## src/design/esm_pkg.sv

```systemverilog
// ----------------------------------------------------------------------------
// Expect string matcher package
// Shared types, codes and pattern helpers of the expect string matcher.
// ----------------------------------------------------------------------------
package esm_pkg;

  localparam int PATTERN_MAX     = 32;
  localparam int RATE_MAX_DIGITS = 6;
  localparam int CFG_IDX_W       = 3;
  localparam int CFG_DATA_W      = 64;

  localparam logic [7:0] DIGIT_RUN = 8'hFF;
  localparam logic [7:0] NUL_SUB   = 8'h7F;
  localparam logic [7:0] CHAR_LF   = 8'h0A;
  localparam logic [7:0] CHAR_CR   = 8'h0D;
  localparam logic [7:0] CHAR_0    = 8'h30;
  localparam logic [7:0] CHAR_9    = 8'h39;

  localparam logic [CFG_IDX_W-1:0] REG_PAT0    = 3'd0;
  localparam logic [CFG_IDX_W-1:0] REG_PAT1    = 3'd1;
  localparam logic [CFG_IDX_W-1:0] REG_PAT2    = 3'd2;
  localparam logic [CFG_IDX_W-1:0] REG_PAT3    = 3'd3;
  localparam logic [CFG_IDX_W-1:0] REG_PLEN    = 3'd4;
  localparam logic [CFG_IDX_W-1:0] REG_TIMEOUT = 3'd5;

  typedef enum logic [1:0] {
    OP_ARM  = 2'd0,
    OP_BYTE = 2'd1,
    OP_TICK = 2'd2,
    OP_NOP  = 2'd3
  } op_e;

  typedef enum logic [1:0] {
    ST_WAIT    = 2'd0,
    ST_MATCH   = 2'd1,
    ST_TIMEOUT = 2'd2,
    ST_IDLE    = 2'd3
  } status_e;

  typedef struct packed {
    logic accept;
    logic read;
    logic step;
    logic load;
  } esm_cmd_t;

  typedef struct packed {
    logic need_search;
    logic search_done;
    logic out_free;
  } esm_stat_t;

  function automatic logic [7:0] pat_byte(logic [8*PATTERN_MAX-1:0] pat, logic [4:0] k);
    logic [7:0] b;
    b = pat[8*k +: 8];
    return (b == 8'h00) ? NUL_SUB : b;
  endfunction

  function automatic logic is_digit(logic [7:0] c);
    return (c >= CHAR_0) && (c <= CHAR_9);
  endfunction

endpackage

```

## src/design/esm_in_if.sv

```systemverilog
// ----------------------------------------------------------------------------
// Expect string matcher input channel
// Valid/ready channel that carries one operation and one received byte.
// ----------------------------------------------------------------------------
interface esm_in_if;
  logic       valid;
  logic       ready;
  logic [1:0] operation;
  logic [7:0] rx_byte;

  modport source (output valid, output operation, output rx_byte, input ready);
  modport sink (input valid, input operation, input rx_byte, output ready);
endinterface

```

## src/design/esm_out_if.sv

```systemverilog
// ----------------------------------------------------------------------------
// Expect string matcher result channel
// Valid/ready channel that carries the status and the captured rate digits.
// ----------------------------------------------------------------------------
interface esm_out_if;
  logic        valid;
  logic        ready;
  logic [1:0]  status;
  logic        autobaud_seen;
  logic [23:0] rate_digits;
  logic [2:0]  rate_digit_count;

  modport source (output valid, output status, output autobaud_seen, output rate_digits,
                  output rate_digit_count, input ready);
  modport sink (input valid, input status, input autobaud_seen, input rate_digits,
                input rate_digit_count, output ready);
endinterface

```

## src/design/expect_string_matcher_core.sv

```systemverilog
// ----------------------------------------------------------------------------
// Expect string matcher core
// Watches received modem bytes for an expect pattern with digit-run capture.
// ----------------------------------------------------------------------------
// Arm, tick, ignored and dropped items skip the search and load the result.
// A byte that starts a search then runs compare steps, each a line store
// read and a compare, over start positions and pattern bytes or digits.
// One item is in work at a time; the next is taken once the result is staged.
// Reset clears control and the pattern; timeout resets to 30; line store stays.
module expect_string_matcher_core #(
  parameter int LINE_DEPTH = 64
) (
  input  logic                           clk_i,
  input  logic                           rst_ni,
  input  logic                           cfg_we_i,
  input  logic [esm_pkg::CFG_IDX_W-1:0]  cfg_idx_i,
  input  logic [esm_pkg::CFG_DATA_W-1:0] cfg_data_i,
  esm_in_if.sink                         item_i,
  esm_out_if.source                      result_o
);
  import esm_pkg::*;

  esm_cmd_t  cmd;
  esm_stat_t stat;

  esm_ctrl u_ctrl (
    .clk_i      (clk_i),
    .rst_ni     (rst_ni),
    .in_valid_i (item_i.valid),
    .in_ready_o (item_i.ready),
    .stat_i     (stat),
    .cmd_o      (cmd)
  );

  esm_datapath #(
    .LINE_DEPTH (LINE_DEPTH)
  ) u_datapath (
    .clk_i          (clk_i),
    .rst_ni         (rst_ni),
    .cfg_we_i       (cfg_we_i),
    .cfg_idx_i      (cfg_idx_i),
    .cfg_data_i     (cfg_data_i),
    .in_op_i        (item_i.operation),
    .in_byte_i      (item_i.rx_byte),
    .cmd_i          (cmd),
    .stat_o         (stat),
    .out_valid_o    (result_o.valid),
    .out_ready_i    (result_o.ready),
    .out_status_o   (result_o.status),
    .out_autobaud_o (result_o.autobaud_seen),
    .out_rate_o     (result_o.rate_digits),
    .out_count_o    (result_o.rate_digit_count)
  );

endmodule

```

## src/design/esm_ctrl.sv

```systemverilog
// ----------------------------------------------------------------------------
// Expect string matcher controller
// Sequences the accept, line store read, compare step and result load.
// ----------------------------------------------------------------------------
module esm_ctrl (
  input  logic               clk_i,
  input  logic               rst_ni,
  input  logic               in_valid_i,
  output logic               in_ready_o,
  input  esm_pkg::esm_stat_t stat_i,
  output esm_pkg::esm_cmd_t  cmd_o
);
  import esm_pkg::*;

  typedef enum logic [3:0] {
    S_IDLE = 4'b0001,
    S_READ = 4'b0010,
    S_CMP  = 4'b0100,
    S_DONE = 4'b1000
  } state_e;

  state_e state_q, state_d;

  assign in_ready_o = (state_q == S_IDLE);

  always_comb begin
    state_d = state_q;
    cmd_o   = '0;
    unique case (state_q)
      S_IDLE: begin
        if (in_valid_i) begin
          cmd_o.accept = 1'b1;
          state_d = stat_i.need_search ? S_READ : S_DONE;
        end
      end
      S_READ: begin
        cmd_o.read = 1'b1;
        state_d = S_CMP;
      end
      S_CMP: begin
        cmd_o.step = 1'b1;
        state_d = stat_i.search_done ? S_DONE : S_READ;
      end
      S_DONE: begin
        if (stat_i.out_free) begin
          cmd_o.load = 1'b1;
          state_d = S_IDLE;
        end
      end
      default: state_d = S_IDLE;
    endcase
  end

  always_ff @(posedge clk_i or negedge rst_ni) begin
    if (!rst_ni) begin
      state_q <= S_IDLE;
    end else begin
      state_q <= state_d;
    end
  end

endmodule

```

## src/design/esm_datapath.sv

```systemverilog
// ----------------------------------------------------------------------------
// Expect string matcher datapath
// Configuration, circular line store, pattern walk, digit capture and result.
// ----------------------------------------------------------------------------
module esm_datapath #(
  parameter int LINE_DEPTH = 64
) (
  input  logic                              clk_i,
  input  logic                              rst_ni,
  input  logic                              cfg_we_i,
  input  logic [esm_pkg::CFG_IDX_W-1:0]     cfg_idx_i,
  input  logic [esm_pkg::CFG_DATA_W-1:0]    cfg_data_i,
  input  logic [1:0]                        in_op_i,
  input  logic [7:0]                        in_byte_i,
  input  esm_pkg::esm_cmd_t                 cmd_i,
  output esm_pkg::esm_stat_t                stat_o,
  output logic                              out_valid_o,
  input  logic                              out_ready_i,
  output logic [1:0]                        out_status_o,
  output logic                              out_autobaud_o,
  output logic [23:0]                       out_rate_o,
  output logic [2:0]                        out_count_o
);
  import esm_pkg::*;

  localparam int AW = $clog2(LINE_DEPTH);
  localparam int FW = $clog2(LINE_DEPTH + 1);
  localparam int SW = FW + 1;
  localparam int CW = (FW > 6) ? FW : 6;

  logic [8*PATTERN_MAX-1:0] pat_q, pat_d;
  logic [5:0]  plen_q, plen_d;
  logic [7:0]  timeout_q, timeout_d;
  logic [AW-1:0] head_q, head_d;
  logic [FW-1:0] fill_q, fill_d;
  logic [7:0]  ticks_q, ticks_d;
  logic        armed_q, armed_d;
  logic        flag_q, flag_d;
  logic [23:0] rate_q, rate_d;
  logic [2:0]  count_q, count_d;
  logic        out_valid_q, out_valid_d;

  logic [FW-1:0] start_q, start_d;
  logic [FW-1:0] g_q, g_d;
  logic [5:0]    k_q, k_d;
  logic [2:0]    pos_q, pos_d;
  logic [7:0]    c_q, c_d;
  status_e       res_q, res_d;
  logic [7:0]    rdata_q;

  logic [1:0]    out_status_q;
  logic          out_flag_q;
  logic [23:0]   out_rate_q;
  logic [2:0]    out_count_q;

  logic [7:0]    line_mem [LINE_DEPTH];
  logic          mem_we;
  logic [AW-1:0] mem_waddr;

  logic [5:0]    plen_eff;
  logic [7:0]    lim;
  logic [7:0]    ticks_inc;
  logic          full;
  logic [FW-1:0] fill_ins;
  logic [7:0]    pb;
  logic          in_line;
  logic          step_hit;
  logic          step_fail;
  logic          last_start;
  logic [2:0]    nib;
  op_e           op;

  function automatic logic [AW-1:0] addr_of(logic [AW-1:0] head, logic [FW-1:0] g);
    logic [SW-1:0] s;
    s = SW'(head) + SW'(g);
    if (s >= SW'(LINE_DEPTH)) begin
      s = s - SW'(LINE_DEPTH);
    end
    return s[AW-1:0];
  endfunction

  assign op        = op_e'(in_op_i);
  assign plen_eff  = (plen_q > 6'(PATTERN_MAX)) ? 6'(PATTERN_MAX) : plen_q;
  assign lim       = (timeout_q == 8'd0) ? 8'd1 : timeout_q;
  assign ticks_inc = (ticks_q == 8'hFF) ? ticks_q : ticks_q + 8'd1;
  assign full      = (fill_q == FW'(LINE_DEPTH));
  assign fill_ins  = full ? fill_q : fill_q + FW'(1);
  assign pb        = pat_byte(pat_q, k_q[4:0]);
  assign in_line   = (g_q < fill_q);
  assign nib       = 3'(RATE_MAX_DIGITS - 1) - pos_q;

  assign stat_o.need_search = (op == OP_BYTE) && armed_q && (in_byte_i != 8'h00)
                              && (plen_eff != 6'd0) && (CW'(fill_ins) >= CW'(plen_eff));
  assign last_start         = ((start_q + FW'(1)) == fill_q);
  assign stat_o.search_done = step_hit || (step_fail && last_start);
  assign stat_o.out_free    = !out_valid_q || out_ready_i;

  always_comb begin
    pat_d       = pat_q;
    plen_d      = plen_q;
    timeout_d   = timeout_q;
    head_d      = head_q;
    fill_d      = fill_q;
    ticks_d     = ticks_q;
    armed_d     = armed_q;
    flag_d      = flag_q;
    rate_d      = rate_q;
    count_d     = count_q;
    out_valid_d = out_valid_q;
    start_d     = start_q;
    g_d         = g_q;
    k_d         = k_q;
    pos_d       = pos_q;
    c_d         = c_q;
    res_d       = res_q;
    mem_we      = 1'b0;
    mem_waddr   = full ? head_q : addr_of(head_q, fill_q);
    step_hit    = 1'b0;
    step_fail   = 1'b0;

    if (cfg_we_i) begin
      unique case (cfg_idx_i)
        REG_PAT0, REG_PAT1, REG_PAT2, REG_PAT3: begin
          pat_d[64*cfg_idx_i[1:0] +: 64] = cfg_data_i;
        end
        REG_PLEN:    plen_d = cfg_data_i[5:0];
        REG_TIMEOUT: timeout_d = cfg_data_i[7:0];
        default: ;
      endcase
    end

    if (cmd_i.accept) begin
      unique case (op)
        OP_ARM: begin
          fill_d  = '0;
          ticks_d = '0;
          flag_d  = 1'b0;
          rate_d  = '0;
          count_d = '0;
          armed_d = (plen_eff != 6'd0);
          res_d   = (plen_eff == 6'd0) ? ST_MATCH : ST_WAIT;
        end
        OP_NOP: res_d = armed_q ? ST_WAIT : ST_IDLE;
        OP_TICK: begin
          if (!armed_q) begin
            res_d = ST_IDLE;
          end else begin
            ticks_d = ticks_inc;
            res_d   = ST_WAIT;
            if (ticks_inc >= lim) begin
              armed_d = 1'b0;
              res_d   = ST_TIMEOUT;
            end
          end
        end
        OP_BYTE: begin
          if (!armed_q) begin
            res_d = ST_IDLE;
          end else begin
            res_d = ST_WAIT;
            if (in_byte_i != 8'h00) begin
              mem_we  = 1'b1;
              fill_d  = fill_ins;
              c_d     = in_byte_i;
              start_d = '0;
              g_d     = '0;
              k_d     = '0;
              pos_d   = '0;
              if (full) begin
                head_d = (head_q == AW'(LINE_DEPTH - 1)) ? '0 : head_q + AW'(1);
              end
              if (plen_eff == 6'd0) begin
                armed_d = 1'b0;
                res_d   = ST_MATCH;
              end else if (!stat_o.need_search
                           && (in_byte_i == CHAR_CR || in_byte_i == CHAR_LF)) begin
                fill_d = '0;
              end
            end
          end
        end
        default: ;
      endcase
    end

    if (cmd_i.step) begin
      if (pb == DIGIT_RUN) begin
        if (in_line && is_digit(rdata_q)) begin
          flag_d = 1'b1;
          if (pos_q < 3'(RATE_MAX_DIGITS)) begin
            rate_d[4*nib +: 4] = rdata_q[3:0];
            pos_d = pos_q + 3'd1;
          end
          g_d = g_q + FW'(1);
        end else if (!in_line) begin
          if (pos_q > count_q) begin
            count_d = pos_q;
          end
          step_fail = 1'b1;
        end else begin
          count_d = pos_q;
          for (int j = 0; j < RATE_MAX_DIGITS; j++) begin
            if (3'(j) >= pos_q) begin
              rate_d[4*(RATE_MAX_DIGITS-1-j) +: 4] = 4'h0;
            end
          end
          k_d = k_q + 6'd1;
          step_hit = ((k_q + 6'd1) == plen_eff);
        end
      end else if (!in_line || rdata_q != pb) begin
        step_fail = 1'b1;
      end else begin
        g_d = g_q + FW'(1);
        k_d = k_q + 6'd1;
        step_hit = ((k_q + 6'd1) == plen_eff);
      end

      if (step_fail && !last_start) begin
        start_d = start_q + FW'(1);
        g_d     = start_q + FW'(1);
        k_d     = '0;
        pos_d   = '0;
      end

      if (step_hit) begin
        armed_d = 1'b0;
        res_d   = ST_MATCH;
      end else if (step_fail && last_start) begin
        res_d = ST_WAIT;
        if (c_q == CHAR_CR || c_q == CHAR_LF) begin
          fill_d = '0;
        end
      end
    end

    if (cmd_i.load) begin
      out_valid_d = 1'b1;
    end else if (out_ready_i) begin
      out_valid_d = 1'b0;
    end
  end

  always_ff @(posedge clk_i or negedge rst_ni) begin
    if (!rst_ni) begin
      pat_q       <= '0;
      plen_q      <= '0;
      timeout_q   <= 8'd30;
      head_q      <= '0;
      fill_q      <= '0;
      ticks_q     <= '0;
      armed_q     <= 1'b0;
      flag_q      <= 1'b0;
      rate_q      <= '0;
      count_q     <= '0;
      out_valid_q <= 1'b0;
    end else begin
      pat_q       <= pat_d;
      plen_q      <= plen_d;
      timeout_q   <= timeout_d;
      head_q      <= head_d;
      fill_q      <= fill_d;
      ticks_q     <= ticks_d;
      armed_q     <= armed_d;
      flag_q      <= flag_d;
      rate_q      <= rate_d;
      count_q     <= count_d;
      out_valid_q <= out_valid_d;
    end
  end

  always_ff @(posedge clk_i) begin
    start_q <= start_d;
    g_q     <= g_d;
    k_q     <= k_d;
    pos_q   <= pos_d;
    c_q     <= c_d;
    res_q   <= res_d;
  end

  always_ff @(posedge clk_i) begin
    if (cmd_i.load) begin
      out_status_q <= res_q;
      out_flag_q   <= flag_q;
      out_rate_q   <= rate_q;
      out_count_q  <= count_q;
    end
  end

  always_ff @(posedge clk_i) begin
    if (mem_we) begin
      line_mem[mem_waddr] <= in_byte_i;
    end
    if (cmd_i.read) begin
      rdata_q <= line_mem[addr_of(head_q, g_q)];
    end
  end

  assign out_valid_o    = out_valid_q;
  assign out_status_o   = out_status_q;
  assign out_autobaud_o = out_flag_q;
  assign out_rate_o     = out_rate_q;
  assign out_count_o    = out_count_q;

  a_fill_bound: assert property (@(posedge clk_i) disable iff (!rst_ni)
    fill_q <= FW'(LINE_DEPTH))
    else $error("line fill exceeds the line store depth");

  a_start_in_line: assert property (@(posedge clk_i) disable iff (!rst_ni)
    cmd_i.step |-> (start_q < fill_q))
    else $error("compare step with a start position outside the line");

  a_count_bound: assert property (@(posedge clk_i) disable iff (!rst_ni)
    count_q <= 3'(RATE_MAX_DIGITS))
    else $error("captured digit count exceeds the digit limit");

  a_load_valid: assert property (@(posedge clk_i) disable iff (!rst_ni)
    cmd_i.load |=> out_valid_q)
    else $error("result load did not raise the result valid");

endmodule

```

## src/flat_wrapper.sv

```systemverilog
// flat-port wrapper written by rule: the top's interface ports become plain ports
module expect_string_matcher_core_flat import esm_pkg::*;
#(
  parameter int LINE_DEPTH = 64
)
  (clk_i, rst_ni, cfg_we_i, cfg_idx_i, cfg_data_i, item_i_valid, item_i_operation, item_i_rx_byte, item_i_ready, result_o_valid, result_o_status, result_o_autobaud_seen, result_o_rate_digits, result_o_rate_digit_count, result_o_ready);
  esm_in_if item_i_i ();
  esm_out_if result_o_i ();
  input  logic clk_i;
  input  logic rst_ni;
  input  logic cfg_we_i;
  input  logic [esm_pkg::CFG_IDX_W-1:0] cfg_idx_i;
  input  logic [esm_pkg::CFG_DATA_W-1:0] cfg_data_i;
  input wire logic [$bits(item_i_i.valid)-1:0] item_i_valid;
  input wire logic [$bits(item_i_i.operation)-1:0] item_i_operation;
  input wire logic [$bits(item_i_i.rx_byte)-1:0] item_i_rx_byte;
  output wire logic [$bits(item_i_i.ready)-1:0] item_i_ready;
  output wire logic [$bits(result_o_i.valid)-1:0] result_o_valid;
  output wire logic [$bits(result_o_i.status)-1:0] result_o_status;
  output wire logic [$bits(result_o_i.autobaud_seen)-1:0] result_o_autobaud_seen;
  output wire logic [$bits(result_o_i.rate_digits)-1:0] result_o_rate_digits;
  output wire logic [$bits(result_o_i.rate_digit_count)-1:0] result_o_rate_digit_count;
  input wire logic [$bits(result_o_i.ready)-1:0] result_o_ready;
  assign item_i_i.valid = item_i_valid;
  assign item_i_i.operation = item_i_operation;
  assign item_i_i.rx_byte = item_i_rx_byte;
  assign item_i_ready = item_i_i.ready;
  assign result_o_valid = result_o_i.valid;
  assign result_o_status = result_o_i.status;
  assign result_o_autobaud_seen = result_o_i.autobaud_seen;
  assign result_o_rate_digits = result_o_i.rate_digits;
  assign result_o_rate_digit_count = result_o_i.rate_digit_count;
  assign result_o_i.ready = result_o_ready;
  expect_string_matcher_core #(.LINE_DEPTH(LINE_DEPTH)) u_core (.clk_i(clk_i), .rst_ni(rst_ni), .cfg_we_i(cfg_we_i), .cfg_idx_i(cfg_idx_i), .cfg_data_i(cfg_data_i), .item_i(item_i_i), .result_o(result_o_i));
endmodule
```

## config.mk

```make
export PLATFORM = sky130hd
export DESIGN_NAME = expect_string_matcher_core_flat
export DESIGN_NICKNAME = d
export VERILOG_FILES = /design/src/design/esm_pkg.sv /design/src/design/esm_in_if.sv /design/src/design/esm_out_if.sv /design/src/design/expect_string_matcher_core.sv /design/src/design/esm_ctrl.sv /design/src/design/esm_datapath.sv /design/src/flat_wrapper.sv
export SDC_FILE = /design/constraint.sdc
export NUM_CORES = 1
export LEC_CHECK = 0
export BUFFER_PORTS_ARGS = -buffer_cell sky130_fd_sc_hd__buf_2
export CAP_MARGIN = 20
export CORE_MARGIN = 2
export CORE_UTILIZATION = 55
export DETAILED_ROUTE_END_ITERATION = 8
export PLACE_DENSITY_LB_ADDON = 0.08
export SETUP_SLACK_MARGIN = 0.5
export SLEW_MARGIN = 20
export SYNTH_ARGS = -nofsm -noshare
export SYNTH_HDL_FRONTEND = slang
export SYNTH_SLANG_ARGS = --single-unit
```

## constraint.sdc

```tcl
create_clock -name clk_i -period 7.5 [get_ports clk_i]
set_input_delay 0.375 -clock clk_i [delete_from_list [all_inputs] [get_ports clk_i]]
set_output_delay 0.375 -clock clk_i [all_outputs]
set_load 0.005 [all_outputs]
```

==> metrics.md <==
| Metric | Value |
|---|---|
| Rel. slew slack | `0.3068` |
| Leakage | `around 0.016 µW` |
| Largest net degree at the start of global routing | `159` |
| Worst-skew pair later-pin latency | `0.66 ns` |
| CTS tree | `done` |
| First-pass GRT wire length | `149,800 µm` |
| Post-Route WL | `between 90,000 and 100,000 µm` |
| CP arrival | `5.87 ns` |
| Number of port buffers | `113` |
| CTS Buf Count | `94` |
| RD Place Congestion | `approximately 0.9` |
| Htree depth | `3` |
| Distinct cells, synth | `between 70 and 80` |
| Skew final | `0.03501 ns` |
| Top cell type's share of synthesized area | `0.4232` |
| DRC | `0` |
| Starting Density | `0.5548` |
| Setup TNS | `0 ns` |
| # rows | `98` |
| DP HPWL | `62,280 µm` |
| Vias in the first global route | `24,260` |
| Die width | `272.3 µm` |
| FFs w/ async S/R, synth | `0.3579` |
| Maximum vdd drop | `around 220 µV` |
| Routed Antenna Nets | `0` |
| Clock root buffer | `clkbuf_16` |
| Core Area | `71,360 µm²` |
| Final Setup Violations | `0` |
| CP startpoint kind | `flop` |
| Worst-Margin Slew | `between 1 and 1.5 ns` |
| Comb pwr share | `0.159` |
| Nets | `3,130` |
| Endpoints failing hold | `0` |
| Post-Syn Area per Cell | `13.91 µm²` |
| DR iter-0 viols | `2,440` |
| Final Critical Period | `5.355 ns` |
| Sequential fraction of design power | `0.467` |
| CP Data Required Time | `8.01 ns` |
| R2R setup slack | `2.15 ns` |
| Warnings from Yosys | `0` |
| Ranking of synthesized cells by area | `edfxtp_1 (42%), dfrtp_1 (20%), mux4_2 (12%)` |
| I/O pin cnt | `114` |
| DR vias | `24,340` |
| Clock share of power | `0.374` |
| Seq/Total Area, Yosys | `0.6415` |
| Clk slew on worst S/H paths | `approximately 0.06 ns` |
| RSZ-0062 raised after global routing | `no` |
| PD cells | `274.9 nW/µm²` |
| Initial antenna violation count | `3` |
| Die area | `74,140 µm²` |
| Internal | `9030 µW` |
| Crit-path max FO | `40` |
| Grt total ovfl | `0` |
| Switching power share of the total | `0.2641` |
| Max Clk Rate | `186.8 MHz` |
| Largest area contributor in the netlist | `edfxtp_1` |
| Hold_ws | `roughly 0.036 ns` |
| Hold Crit Class | `in2reg` |
| Clock buffer depth | `3` |
| Seq cells post-synth | `908` |
| Psw | `3241 µW` |
| Cts repair resizes | `0` |
| EDFF count, synth | `558` |
| CTS Sinks | `908` |
| Ys flop type | `edfxtp_1` |
| Avg Vias per Cell | `6.061` |
| Critical R2R Launch | `u_core.u_datapath.k_q[1]$_DFF_P_` |
| Crit path from | `u_core.u_datapath.k_q[1]$_DFF_P_` |
| Number of max-cap violations | `0` |
| Layout cells sized above 1 | `0.1864` |
| Slew Limit Fails | `0` |
| Synth Cell Area | `between 30,000 and 40,000 µm²` |
| Post-Syn Nets | `about 3,000` |
| Total GRT Usage | `0.2665` |
| Area added between synthesis and finish | `12.77%` |
| Design Power | `12,270 µW` |
| Synthesized instance count | `2,847` |
| Hold path start | `cfg_data_i[55]` |
| Worst Setup End Kind | `flop` |
| Die H | `between 200 and 300 µm` |
| Fin crit share | `0.7140` |
| Outcome | `finished, final reports clean` |
| WL/cell | `between 20 and 25 µm` |
| Critical path class | `reg2reg` |
| Post-Route Utilization | `0.6256` |
| Number of detailed-route iterations in the first pass | `5` |
[cells in the mapped netlist, drive strengths merged (12+ instances only)]
cell	instances
inv	39
a22oi	22
ha	60
xnor2	34
nor2b	16
dfrtp	320
o21ai	285
mux2i	48
a21oi	45
edfxtp	558
clkbuf	124
nor3	15
xor2	14
buf	35
a21o	18
nand2	579
dfxtp	25
mux2	28
a211oi	12
nand3	38
nor2	115
a22o	29
mux4	216
[state kept, by name, summed over array words and instances, names as in the netlist, 8 cells and up]
signal                        count
u_core.u_datapath.c_q             8
u_core.u_datapath.line_mem      512
u_core.u_datapath.out_rate_o     24
u_core.u_datapath.pat_q         256
u_core.u_datapath.rate_q         24
u_core.u_datapath.rdata_q         8
u_core.u_datapath.ticks_q         8
u_core.u_datapath.timeout_q       8
[cells by family (layout without fill, tap and decap cells)]
group / after synthesis / after routing / share of synthesized area
xor gates and xnor gates: 48 / 48 / 0.01062
DFF: 908 / 908 / 0.6415
AOI/OAI and AO/OA: 481 / 481 / 0.07247
adders and majority gates: 62 / 62 / 0.01997
other: 0 / 1 / 0
buffers and inverters: 199 / 416 / 0.02042
and+or+nand+nor: 857 / 857 / 0.09175
muxes: 292 / 292 / 0.1433
[worst max-delay path: stages (launching register included)]
cell and delay (ns):
dfxtp_4 0.83, buf_4 0.45, mux4_2 0.57, mux4_2 0.48, mux2i_1 0.54, and2_1 0.27, a32oi_1 0.11, a211o_1 0.23
a2111o_1 0.34, or3_1 0.43, nand3b_1 0.40, inv_1 0.15, a221o_1 0.37
[per-layer routing]
layer / GRT usage / up-vias / routed length (µm)
met5: 0 / - / 11
met4: 0.07114 / 2 / 2299
met3: 0.03817 / 154 / 5511
met2: 0.4409 / 802 / 48480
met1: 0.3751 / 12460 / 40760
li1: - / 10910 / -
[power by group through the flow]
stage / clock (µW) / combinational (µW) / sequential [µW]
CTS: 4660 / 1960 / 5730
global route: 4870 / 2110 / 5750
detailed placement: 0 / 1930 / 5830
global placement: 0 / 1880 / 5820
floorplan: 0 / 1320 / 5730
finish: 4590 / 1950 / 5730
[worst paths after layout]
kind                                                                  end  cells past startpoint
worst max register to register           u_core.u_datapath.g_q[1]$_DFF_P_                     12
worst min-delay path             u_core.u_datapath.pat_q[183]$_DFFE_PN0P_                      3
worst min register to register  u_core.u_datapath.out_rate_o[8]$_DFFE_PP_                      0
max in group asynchronous           u_core.u_datapath.fill_q[1]$_DFF_PN0_                      3
worst max-delay path                     u_core.u_datapath.g_q[1]$_DFF_P_                     12
min in group asynchronous        u_core.u_datapath.pat_q[158]$_DFFE_PN0P_                      2
[per-stage QoR]
stage                     instance area (µm²)  instances  setup slack, ns
final                                   44640       4015            2.145
after global routing                    44640       4015            1.897
after CTS                               44630       4014            2.104
after detailed placement                41070       3788            2.131
after global placement                  41070       3788            2.236
after floorplan                         39590       2847            3.423
[cells in the final DEF (no fill, tap or decap), drive strengths merged, types with 10 or more instances in the layout]
cell / instances
dfrtp: 320
edfxtp: 558
nor2b: 16
nand2: 579
clkbuf: 121
mux4: 216
nor2: 115
nand3: 38
nor3: 15
mux2i: 48
xor2: 14
and3: 11
buf: 150
a22o: 29
dlygate4sd3: 52
a21oi: 45
a21o: 18
dfxtp: 25
ha: 60
or2: 10
nand4: 10
xnor2: 34
inv: 43
o21ai: 285
a211oi: 12
clkinv: 39
nand3b: 10
a22oi: 22
nor4: 10
mux2: 28
[cell type report]
class,instances,area [µm²]
diodes,1,2.502
clock buffers,121,2535
multi-input cells,1740,13470
fillers,5303,26720
clock inverters,53,501.7
flip-flops and latches,908,25400
well taps,950,1189
inverters,40,150.1
repair buffers,202,1399
[repair_timing]
| action | CTS | global route |
|---|---|---|
| buffers inserted | 0 | 0 |
| hold buffers | 52 | 0 |
| endpoints found under the setup margin | 0 | 0 |
| hold endpoints to repair | 274 | 0 |
(Power assumes the default switching activity.)
